==> src/rts_pkg.sv <==
package rts_pkg;

    // Width of the shared tick counter
    localparam int COUNT_WIDTH = 16;
    // Width of the interval registers and of the reported reaction time
    localparam int INTERVAL_WIDTH = 16;
    localparam int REACTION_WIDTH = 16;
    // Compare width: wide enough for both the counter and an interval
    localparam int CMP_WIDTH = (COUNT_WIDTH > INTERVAL_WIDTH) ? COUNT_WIDTH : INTERVAL_WIDTH;

    // Configuration port
    localparam int CFG_INDEX_WIDTH = 1;
    localparam int CFG_DATA_WIDTH  = INTERVAL_WIDTH;
    localparam logic [CFG_INDEX_WIDTH-1:0] REG_LONG_INTERVAL  = 1'b0;
    localparam logic [CFG_INDEX_WIDTH-1:0] REG_SHORT_INTERVAL = 1'b1;

    localparam logic [INTERVAL_WIDTH-1:0] LONG_INTERVAL_RESET  = 16'd1000;
    localparam logic [INTERVAL_WIDTH-1:0] SHORT_INTERVAL_RESET = 16'd100;

    // Stream widths: input is button_level, output is
    // red_light, green_light, reaction_ms, captured, padded to bytes
    localparam int S_TDATA_WIDTH = 8;
    localparam int M_FIELD_BITS  = 2 + REACTION_WIDTH + 1;
    localparam int M_TDATA_WIDTH = ((M_FIELD_BITS + 7) / 8) * 8;

    // Cue sequence
    typedef enum logic [6:0] {
        PH_IDLE   = 7'b0000001,
        PH_WAIT1  = 7'b0000010,
        PH_GREEN1 = 7'b0000100,
        PH_WAIT2  = 7'b0001000,
        PH_GREEN2 = 7'b0010000,
        PH_WAIT3  = 7'b0100000,
        PH_RED    = 7'b1000000
    } phase_t;

    typedef struct packed {
        logic [INTERVAL_WIDTH-1:0] long_interval;
        logic [INTERVAL_WIDTH-1:0] short_interval;
    } cfg_t;

    typedef struct packed {
        logic                      captured;
        logic [REACTION_WIDTH-1:0] reaction_ms;
        logic                      green_light;
        logic                      red_light;
    } result_t;

endpackage

==> src/rts_cfg.sv <==
module rts_cfg (
    input  logic                                  aclk,
    input  logic                                  aresetn,
    input  logic                                  cfg_wr_en,
    input  logic [rts_pkg::CFG_INDEX_WIDTH-1:0]   cfg_index,
    input  logic [rts_pkg::CFG_DATA_WIDTH-1:0]    cfg_wdata,
    output rts_pkg::cfg_t                         cfg
);
    import rts_pkg::*;

    logic [INTERVAL_WIDTH-1:0] long_reg;
    logic [INTERVAL_WIDTH-1:0] short_reg;

    // Interval registers, written one at a time
    always_ff @(posedge aclk) begin
        if (!aresetn) begin
            long_reg  <= LONG_INTERVAL_RESET;
            short_reg <= SHORT_INTERVAL_RESET;
        end else if (cfg_wr_en) begin
            case (cfg_index)
                REG_LONG_INTERVAL:  long_reg  <= cfg_wdata;
                REG_SHORT_INTERVAL: short_reg <= cfg_wdata;
                default: ;
            endcase
        end
    end

    assign cfg.long_interval  = long_reg;
    assign cfg.short_interval = short_reg;

endmodule

==> src/rts_core.sv <==
module rts_core (
    input  logic             aclk,
    input  logic             aresetn,
    input  logic             step,
    input  logic             button_level,
    input  rts_pkg::cfg_t    cfg,
    output rts_pkg::result_t result
);
    import rts_pkg::*;

    logic                      prev_button_reg, prev_button_next;
    phase_t                    phase_reg, phase_next;
    logic                      timing_reg, timing_next;
    logic                      stop_reg, stop_next;
    logic [COUNT_WIDTH-1:0]    count_reg, count_next;
    logic [REACTION_WIDTH-1:0] reaction_reg, reaction_next;
    logic                      red_reg, red_next;
    logic                      green_reg, green_next;
    logic                      captured;

    logic                      fall;
    logic [COUNT_WIDTH-1:0]    count_inc;
    logic [CMP_WIDTH-1:0]      count_inc_ext;
    logic [CMP_WIDTH-1:0]      count_cue_ext;
    logic                      hit_long;
    logic                      hit_short;

    assign fall          = !button_level && prev_button_reg;
    assign count_inc     = count_reg + COUNT_WIDTH'(1);
    assign count_inc_ext = CMP_WIDTH'(count_inc);
    assign hit_long      = count_inc_ext == CMP_WIDTH'(cfg.long_interval);
    assign hit_short     = count_inc_ext == CMP_WIDTH'(cfg.short_interval);

    // One tick: edge detect, cue phase, then timing
    always_comb begin
        prev_button_next = button_level;
        phase_next       = phase_reg;
        timing_next      = timing_reg;
        stop_next        = stop_reg;
        count_next       = count_reg;
        reaction_next    = reaction_reg;
        red_next         = red_reg;
        green_next       = green_reg;
        captured         = 1'b0;
        count_cue_ext    = '0;

        // press: start a cue when idle, request a stop while timing
        if (fall) begin
            if (phase_reg == PH_IDLE && !timing_reg) begin
                phase_next = PH_WAIT1;
                red_next   = 1'b0;
            end
            if (timing_reg) begin
                stop_next = 1'b1;
            end
        end

        // cue sequence from the phase after the press; the starting tick counts
        case (phase_next)
            PH_WAIT1, PH_WAIT2: begin
                count_next = hit_long ? '0 : count_inc;
                if (hit_long) begin
                    phase_next = (phase_next == PH_WAIT1) ? PH_GREEN1 : PH_GREEN2;
                    green_next = 1'b1;
                end
            end
            PH_GREEN1, PH_GREEN2: begin
                count_next = hit_short ? '0 : count_inc;
                if (hit_short) begin
                    phase_next = (phase_next == PH_GREEN1) ? PH_WAIT2 : PH_WAIT3;
                    green_next = 1'b0;
                end
            end
            PH_WAIT3: begin
                count_next = hit_long ? '0 : count_inc;
                if (hit_long) begin
                    phase_next = PH_RED;
                    red_next   = 1'b1;
                end
            end
            PH_RED: begin
                count_next = hit_short ? '0 : count_inc;
                if (hit_short) begin
                    phase_next  = PH_IDLE;
                    red_next    = 1'b0;
                    timing_next = 1'b1;
                    stop_next   = 1'b0;
                end
            end
            default: ;
        endcase

        // timing: count ticks until a stop, then capture
        if (timing_next) begin
            if (stop_next) begin
                count_cue_ext = CMP_WIDTH'(count_next);
                reaction_next = count_cue_ext[REACTION_WIDTH-1:0];
                count_next    = '0;
                timing_next   = 1'b0;
                red_next      = 1'b1;
                captured      = 1'b1;
            end else begin
                count_next = count_next + COUNT_WIDTH'(1);
            end
        end
    end

    // State advances once per processed tick
    always_ff @(posedge aclk) begin
        if (!aresetn) begin
            prev_button_reg <= 1'b1;
            phase_reg       <= PH_IDLE;
            timing_reg      <= 1'b0;
            stop_reg        <= 1'b1;
            count_reg       <= '0;
            reaction_reg    <= '0;
            red_reg         <= 1'b0;
            green_reg       <= 1'b0;
        end else if (step) begin
            prev_button_reg <= prev_button_next;
            phase_reg       <= phase_next;
            timing_reg      <= timing_next;
            stop_reg        <= stop_next;
            count_reg       <= count_next;
            reaction_reg    <= reaction_next;
            red_reg         <= red_next;
            green_reg       <= green_next;
        end
    end

    assign result.red_light   = red_next;
    assign result.green_light = green_next;
    assign result.reaction_ms = reaction_next;
    assign result.captured    = captured;

endmodule

==> src/reaction_timer_sequencer.sv <==
// Reaction timer sequencer.
// Input stream (s_): one transfer per millisecond tick, tdata[0] is the
// button level (0 pressed). A press while idle runs the light cue
// (long wait, green, short, off, again, long wait, red, short, off), then
// timing starts; the next press captures the tick count as reaction time.
// Output stream (m_): exactly one transfer per input transfer, carrying
// the lamp drives, the last captured reaction time and a capture flag.
// Configuration: cfg_wr_en/cfg_index/cfg_wdata write the long (index 0)
// and short (index 1) intervals; write only while no tick is in flight.
// Path: the input register, then the state update into the output register.
// Throughput: one tick per cycle while m_tready is high; the state update is
// combinational compare and increment logic between the input register and
// the output register.
// Reset: synchronous, active low; clears the pipeline, lamps off, intervals
// back to 1000 and 100 ticks.
// When m_tready is low the result holds in the output register, the input
// register fills and s_tready then drops; nothing is lost.
module reaction_timer_sequencer (
    input  logic                                 aclk,
    input  logic                                 aresetn,
    // s_tdata: [0] button_level, [7:1] zero
    input  logic                                 s_tvalid,
    output logic                                 s_tready,
    input  logic [rts_pkg::S_TDATA_WIDTH-1:0]    s_tdata,
    // m_tdata: [0] red_light, [1] green_light, [17:2] reaction_ms,
    // [18] captured, [23:19] zero
    output logic                                 m_tvalid,
    input  logic                                 m_tready,
    output logic [rts_pkg::M_TDATA_WIDTH-1:0]    m_tdata,
    input  logic                                 cfg_wr_en,
    input  logic [rts_pkg::CFG_INDEX_WIDTH-1:0]  cfg_index,
    input  logic [rts_pkg::CFG_DATA_WIDTH-1:0]   cfg_wdata
);
    import rts_pkg::*;

    cfg_t    cfg;
    result_t result;

    logic in_valid_reg, in_valid_next;
    logic in_level_reg;
    logic out_valid_reg, out_valid_next;
    logic [M_TDATA_WIDTH-1:0] out_data_reg;
    logic advance;

    rts_cfg u_cfg (
        .aclk      (aclk),
        .aresetn   (aresetn),
        .cfg_wr_en (cfg_wr_en),
        .cfg_index (cfg_index),
        .cfg_wdata (cfg_wdata),
        .cfg       (cfg)
    );

    rts_core u_core (
        .aclk         (aclk),
        .aresetn      (aresetn),
        .step         (advance),
        .button_level (in_level_reg),
        .cfg          (cfg),
        .result       (result)
    );

    // Move the held tick forward when the output register is free
    assign advance  = in_valid_reg && (!out_valid_reg || m_tready);
    assign s_tready = !in_valid_reg || advance;

    always_comb begin
        in_valid_next = in_valid_reg;
        if (s_tvalid && s_tready) begin
            in_valid_next = 1'b1;
        end else if (advance) begin
            in_valid_next = 1'b0;
        end

        out_valid_next = out_valid_reg;
        if (advance) begin
            out_valid_next = 1'b1;
        end else if (m_tready) begin
            out_valid_next = 1'b0;
        end
    end

    // Control flags
    always_ff @(posedge aclk) begin
        if (!aresetn) begin
            in_valid_reg  <= 1'b0;
            out_valid_reg <= 1'b0;
        end else begin
            in_valid_reg  <= in_valid_next;
            out_valid_reg <= out_valid_next;
        end
    end

    // Payload registers
    always_ff @(posedge aclk) begin
        if (s_tvalid && s_tready) begin
            in_level_reg <= s_tdata[0];
        end
        if (advance) begin
            out_data_reg <= M_TDATA_WIDTH'(result);
        end
    end

    assign m_tvalid = out_valid_reg;
    assign m_tdata  = out_data_reg;

endmodule

==> config.mk <==
export PLATFORM = sky130hd
export DESIGN_NAME = reaction_timer_sequencer
export DESIGN_NICKNAME = d
export VERILOG_FILES = /design/src/rts_pkg.sv /design/src/rts_cfg.sv /design/src/rts_core.sv /design/src/reaction_timer_sequencer.sv
export SDC_FILE = /design/constraint.sdc
export NUM_CORES = 1
export LEC_CHECK = 0
export CORE_MARGIN = 3
export CORE_UTILIZATION = 55
export CTS_CLUSTER_SIZE = 8
export DETAILED_ROUTE_END_ITERATION = 12
export DONT_BUFFER_PORTS = 1
export PLACE_DENSITY = 0.84
export SLEW_MARGIN = 0
export SYNTH_ARGS = -nofsm -noshare
export SYNTH_HDL_FRONTEND = slang
export SYNTH_SLANG_ARGS = --single-unit
export TNS_END_PERCENT = 10
==> constraint.sdc <==
create_clock -name aclk -period 4.1 [get_ports aclk]
set_clock_uncertainty 0.2 [all_clocks]
set_input_delay 1.025 -clock aclk [delete_from_list [all_inputs] [get_ports aclk]]
set_output_delay 1.025 -clock aclk [all_outputs]
set_load 0.02 [all_outputs]
# ---- Yosys cells after proc, flatten, opt, wreduce, memory -nomap -nowiden
# Cells that the tools add are included.
dict set report totals {
  regBits 98
  latch_bits 0
  ram_bits 0
  rom_bits 0
  n_memories 0
}
dict set report classes {
  add_sub_neg 2
  mul 0
  n_div 0
  n_lt_le_gt_ge 0
  n_eq_ne 9
  shift 0
  mux 39
  bitwise_logic 1
  n_reduce_logical 18
}
# operator count
set op_table {}
lappend op_table {{$mux 16} 6}
lappend op_table {{$mux 7} 6}
lappend op_table {{$add 16x1->16 const B} 2}
lappend op_table {{$eq 16x16->1} 2}
lappend op_table {{$pmux 16 s2} 1}
lappend op_table {{$pmux 7 s4} 1}
lappend op_table {{$mux 1} 21}
lappend op_table {{$eq 7x1->1 const B} 1}
lappend op_table {{$eq 7x2->1 const B} 1}
lappend op_table {{$eq 7x3->1 const B} 1}
lappend op_table {{$eq 7x4->1 const B} 1}
lappend op_table {{$eq 7x5->1 const B} 1}
lappend op_table {{$eq 7x6->1 const B} 1}
lappend op_table {{$eq 7x7->1 const B} 1}
lappend op_table {{$mux 6} 1}
lappend op_table {{$reduce_or 3->1} 2}
lappend op_table {{$mux 5} 1}
lappend op_table {{$logic_and 1x1->1} 4}
lappend op_table {{$logic_not 1->1} 4}
lappend op_table {{$pmux 1 s2} 2}
lappend op_table {{$reduce_and 2->1} 2}
lappend op_table {{$reduce_bool 2->1} 2}
lappend op_table {{$reduce_or 2->1} 2}
lappend op_table {{$logic_or 1x1->1} 2}
lappend op_table {{$not 1->1} 1}

# ---- Longest topological paths before layout
dict set report logic_depth {
  depth_word 10
  ltp_mapped 20
}

# ---- Cells and area by module
# From an unflattened synthesis, not the netlist that was laid out.
dict set report unflattened {
  cells_unflattened 692
  hier_area_um2 6134.6
}
# module instances cells_each area_per_inst_um2 seq_area_each_um2
set by_module_without_submodules {}
lappend by_module_without_submodules {rts_core 1 524 4132.7 880.8}
lappend by_module_without_submodules {rts_cfg 1 133 1256.2 640.6}
lappend by_module_without_submodules {reaction_timer_sequencer 1 35 745.7 640.6}

# ---- Worst setup path after synthesis
# Ideal clock, no wire load.
dict set report synth_path {
  kind {reg2reg}
  startpoint {register u_core.count_reg[1]}
  endpoint {register u_core.count_reg[8]}
  setup_ns 0.062
  t_arrival_ns 3.875
  slack_ns -0.037
  path_stages_with_launch 20
  path_cell_list {dfxtp_1 ha_1 buf_2 nand3_2 nor4_1 xnor3_1 nand3_1 a2111o_1 o21ai_2 buf_6 and2_1 mux2i_1 ha_1 inv_1 nor2_1 o21ai_1 nor3_2 nand2_1 or4_1 nand3_1}
}
dict set report synth_via {
  elab_chain_cells 7
}
# item line
set synth_lines {}
lappend synth_lines {{start: declaration} rts_core.sv:15} ;# logic [COUNT_WIDTH-1:0] count_reg, count_next;
lappend synth_lines {{start signal: assignment} rts_core.sv:124} ;# count_reg <= count_next;
lappend synth_lines {{$add 16x1->16} rts_core.sv:29} ;# assign count_inc = count_reg + COUNT_WIDTH'(1);
lappend synth_lines {{$eq 16x16->1 (on tied branches)} {rts_core.sv:32, rts_core.sv:31}}
lappend synth_lines {{$mux 16 (on tied branches)} --}
lappend synth_lines {{$pmux 16 s2} rts_core.sv:59} ;# case (phase_next)
lappend synth_lines {{$add 16x1->16} rts_core.sv:103} ;# count_next = count_next + COUNT_WIDTH'(1);
lappend synth_lines {{$mux 16} rts_core.sv:95} ;# if (stop_next) begin
lappend synth_lines {{$mux 16 (*)} rts_core.sv:94} ;# if (timing_next) begin
# Mark *: on every way between the ends. The rest lies on a longest branch, timed or not.
# A chain may end at the register's enable or synchronous reset.

# ---- Final worst setup path
dict set report layout_path {
  startpoint {register u_core.count_reg[10]}
  endpoint {register u_core.count_reg[12]}
}
# The elaborated chain is that of the path after synthesis.

==> impl_metrics.ini <==
[run_status]
status = completed

[setup_path]
critPathArrivalTime_ns = 4.07
worstSetupEndpointType = register
startpoint_type = register
cp_common_cell = nand2_1
crit_chain = buf_4 > and4_1 > nand3_1 > o31a_1 > nor4_1 > nand4b_1 > nand2_1 > nand2_1 > a22oi_2 > inv_1 > ha_1 > inv_1 > nor2_1 > o21ai_2 > nor3_4 > nand2_1 > o31ai_1 > a32o_1
worstSetupPathType = register to register
max_stage_delay_ns = 0.48
cp_slowest_cell = dfxtp_1
required_ns = 4.18
worst-path-max-fanout = 6

[pwr]
swShare_pct = 26.4
p_leak_nw = 2.41
p_seq_share_pct = 53.8
p_int_mw = 1.44
p_sw_uw = 517
p_per_area_nw_per_um2 = 295
irDropWorstVdd_v = 0.000196
comb_power_share_pct = 10.8
power_frac_clock_pct = 35.4

[finish]
nets = 790
largest_reg_flops = 19
finalInstanceArea_sq_um = 6650
fill_cells = 931
register_area_sq_um = 2170
multiInputGateArea_sq_um = 3620
drive_gt1_share_pct = 14.9
areaGrowthSynthToFinish_pct = 10.5
antenna_cells = 0

[sta]
rsz0062_at_grt = true
hold_ws_ns = 0.270
period_minus_slack_ns = 3.99
finalSetupViolations = 0
fin_crit_sh_pct = 97.3
slew_headroom_pct = 22.2
tightest_slew_ns = 1.17
fmax_mhz = 251
finalHoldViolations = 0
slew_viol_final = 0
setup_ws_ns = 0.110

[route]
firstDrtPassIters = 5
viasPerCell = 6.26
drc = 0
drt.antenna.violating_nets = 0
post_drt_wl_per_cell_um = 17.6
vias = 5630
wl_mm = 15.8
initialDrtViolationCount = 501

[floorplan]
start_util_pct = 57.5
pin_count = 56
die_area_sq_um = 12200
die_h_um = 111
rows = 37
core_region_area_sq_um = 10500
fp.dieW_um = 111

[logic_synthesis]
netlist_instances = 747
avgSynthCellArea_sq_um = 8.05
synth_top_cell_by_area = dfxtp_1
yosys.area.top_type_share_pct = 26.0
synthArstFlopShare_pct = 0
synth_area_leaders = dfxtp_1, edfxtp_1, nand2_1, a21oi_1, nor2_1
syn-cell-area_sq_um = 6010
ys.warnings.count = 0
ys_seq_elements = 98
seq_area_frac_synth_pct = 36.0
synth_cell_types = 83
synth_edf_count = 20
synth_flop_cell = dfxtp_1

[global_route]
grt_pass1_vias = 5331
gr-total-overflow = 0
grt_max_degree = 50
antenna_found_initial = 0
track_usage_pct = 25.4
grt_pass1_wl_mm = 26.1

[clock_network]
clockBufferDepth = 2
cts_tree = yes
clkLatencyLatePin_ns = 0.37
clkTransAtPathRegs_ns = 0.10
cts-buffers-inserted = 9
cts_sinks = 98
cts-root-buf = clkbuf_8
h-tree-depth = 3
hold_buffers = 0

[job]
cap_viol_max_count = 0

[placed_design]
placed_cell_area_sq_um = 6300
io_buffers = 0
dpl.hpwl_mm = 11.8
post-place-ws_ns = 0.0216
gp_congestion = 0.963

[worst_hold_path]
hold_path_class = register to register
[placed cells by master, fill, tap and decap left out, types with 7 or more instances in the layout]
cell type and n:
nand2_1 122, nor2_1 75, dfxtp_1 73, a21oi_1 60, buf_4 52, xnor2_1 30
nand3_1 30, o21ai_0 25, xor2_1 21, edfxtp_1 20, nor3_1 14, a211oi_1 14
inv_1 13, and2_1 10, nand4_1 10, clkbuf_8 9, o211ai_1 8, or3_1 8
o31ai_1 7
[layout make-up]
class                      instances  area share (%)
clock inverter                     6            1.34
clock buffer                      10            1.92
timing repair buffer              54            6.21
tap                              136            2.56
inverter                          13           0.734
sequential                        98            32.7
multi-input combinational        582            54.5
[cell usage after synthesis (all sizes together) (4+ instances only)]
cell type and n:
a2111o 4, a211oi 14, a21oi 61, a31oi 6
and2 11, and3 8, and4 4, buf 28
clkbuf 31, dfxtp 78, edfxtp 20, inv 13
mux2 6, nand2 122, nand3 32, nand3b 5
nand4 12, nand4b 4, nor2 76, nor2b 6
nor3 17, nor3b 4, nor4 9, o211ai 8
o21ai 31, o31ai 7, or2 4, or3 8
xnor2 31, xor2 21
[path summary, 6_finish.rpt]
check,slack (ns),end,cells past startpoint,start
min reg2reg,0.27,u_core.green_reg,2,u_core.green_reg
max,0.11,u_core.count_reg[12],18,u_core.count_reg[10]
max reg2reg,0.11,u_core.count_reg[12],18,u_core.count_reg[10]
min,0.27,u_core.green_reg,2,u_core.green_reg
[per-layer routing]
metal	GRT usage (%)	wire length [um]	vias up
met2	44.0	7950	184
met1	32.2	6680	2724
met4	8.13	352	0
met3	4.38	860	38
li1	-	-	2684
met5	0	0	-
[power groups by stage]
stage / logic [mW] / clock network, mW / registers [mW]
5_1_grt: 0.234 / 0.739 / 1.06
3_3_place_gp: 0.197 / 0 / 1.07
4_1_cts: 0.205 / 0.697 / 1.05
2_1_floorplan: 0.154 / 0 / 1.07
6_report: 0.212 / 0.693 / 1.05
3_5_place_dp: 0.204 / 0 / 1.08
[metrics by stage]
step / setup TNS (ns) / std cells / power (mW) / utilization (%)
after floorplan: 0 / 751 / 1.22 / -
after CTS: 0 / 896 / 1.96 / 62.3
after global routing: -0.306 / 899 / 2.03 / 63.5
final: 0 / 899 / 1.96 / 63.5
after detailed placement: 0 / 880 / 1.28 / 60.2
after global placement: 0 / 880 / 1.27 / 60.2
[worst max-delay path, delay by kind of cell, from the launching register on]
family	cells	cell delay [ns]
flops	1	0.48
fa+ha+maj	1	0.22
compound gates	5	0.99
simple gates	9	1.63
buf+inv	3	0.37
[kinds of logic (layout without fill, tap and decap cells)]
logic type	after synthesis	after routing	synth area share [%]
mux	9	9	1.62
flops	98	98	36.0
other cells	1	5	0.0624
compound gates	174	174	19.0
xor+xnor	55	55	8.72
fa+ha+maj	2	2	0.416
simple gates	336	337	28.4
buf+inv	72	83	5.83
[what timing repair did]
action,4_1_cts,5_1_grt
gates resized for setup,1,23
setup endpoints to repair,1,15
pin swaps,0,2
setup buffers,0,2
gates cloned,0,1
Power figures use the tool's default switching activity.
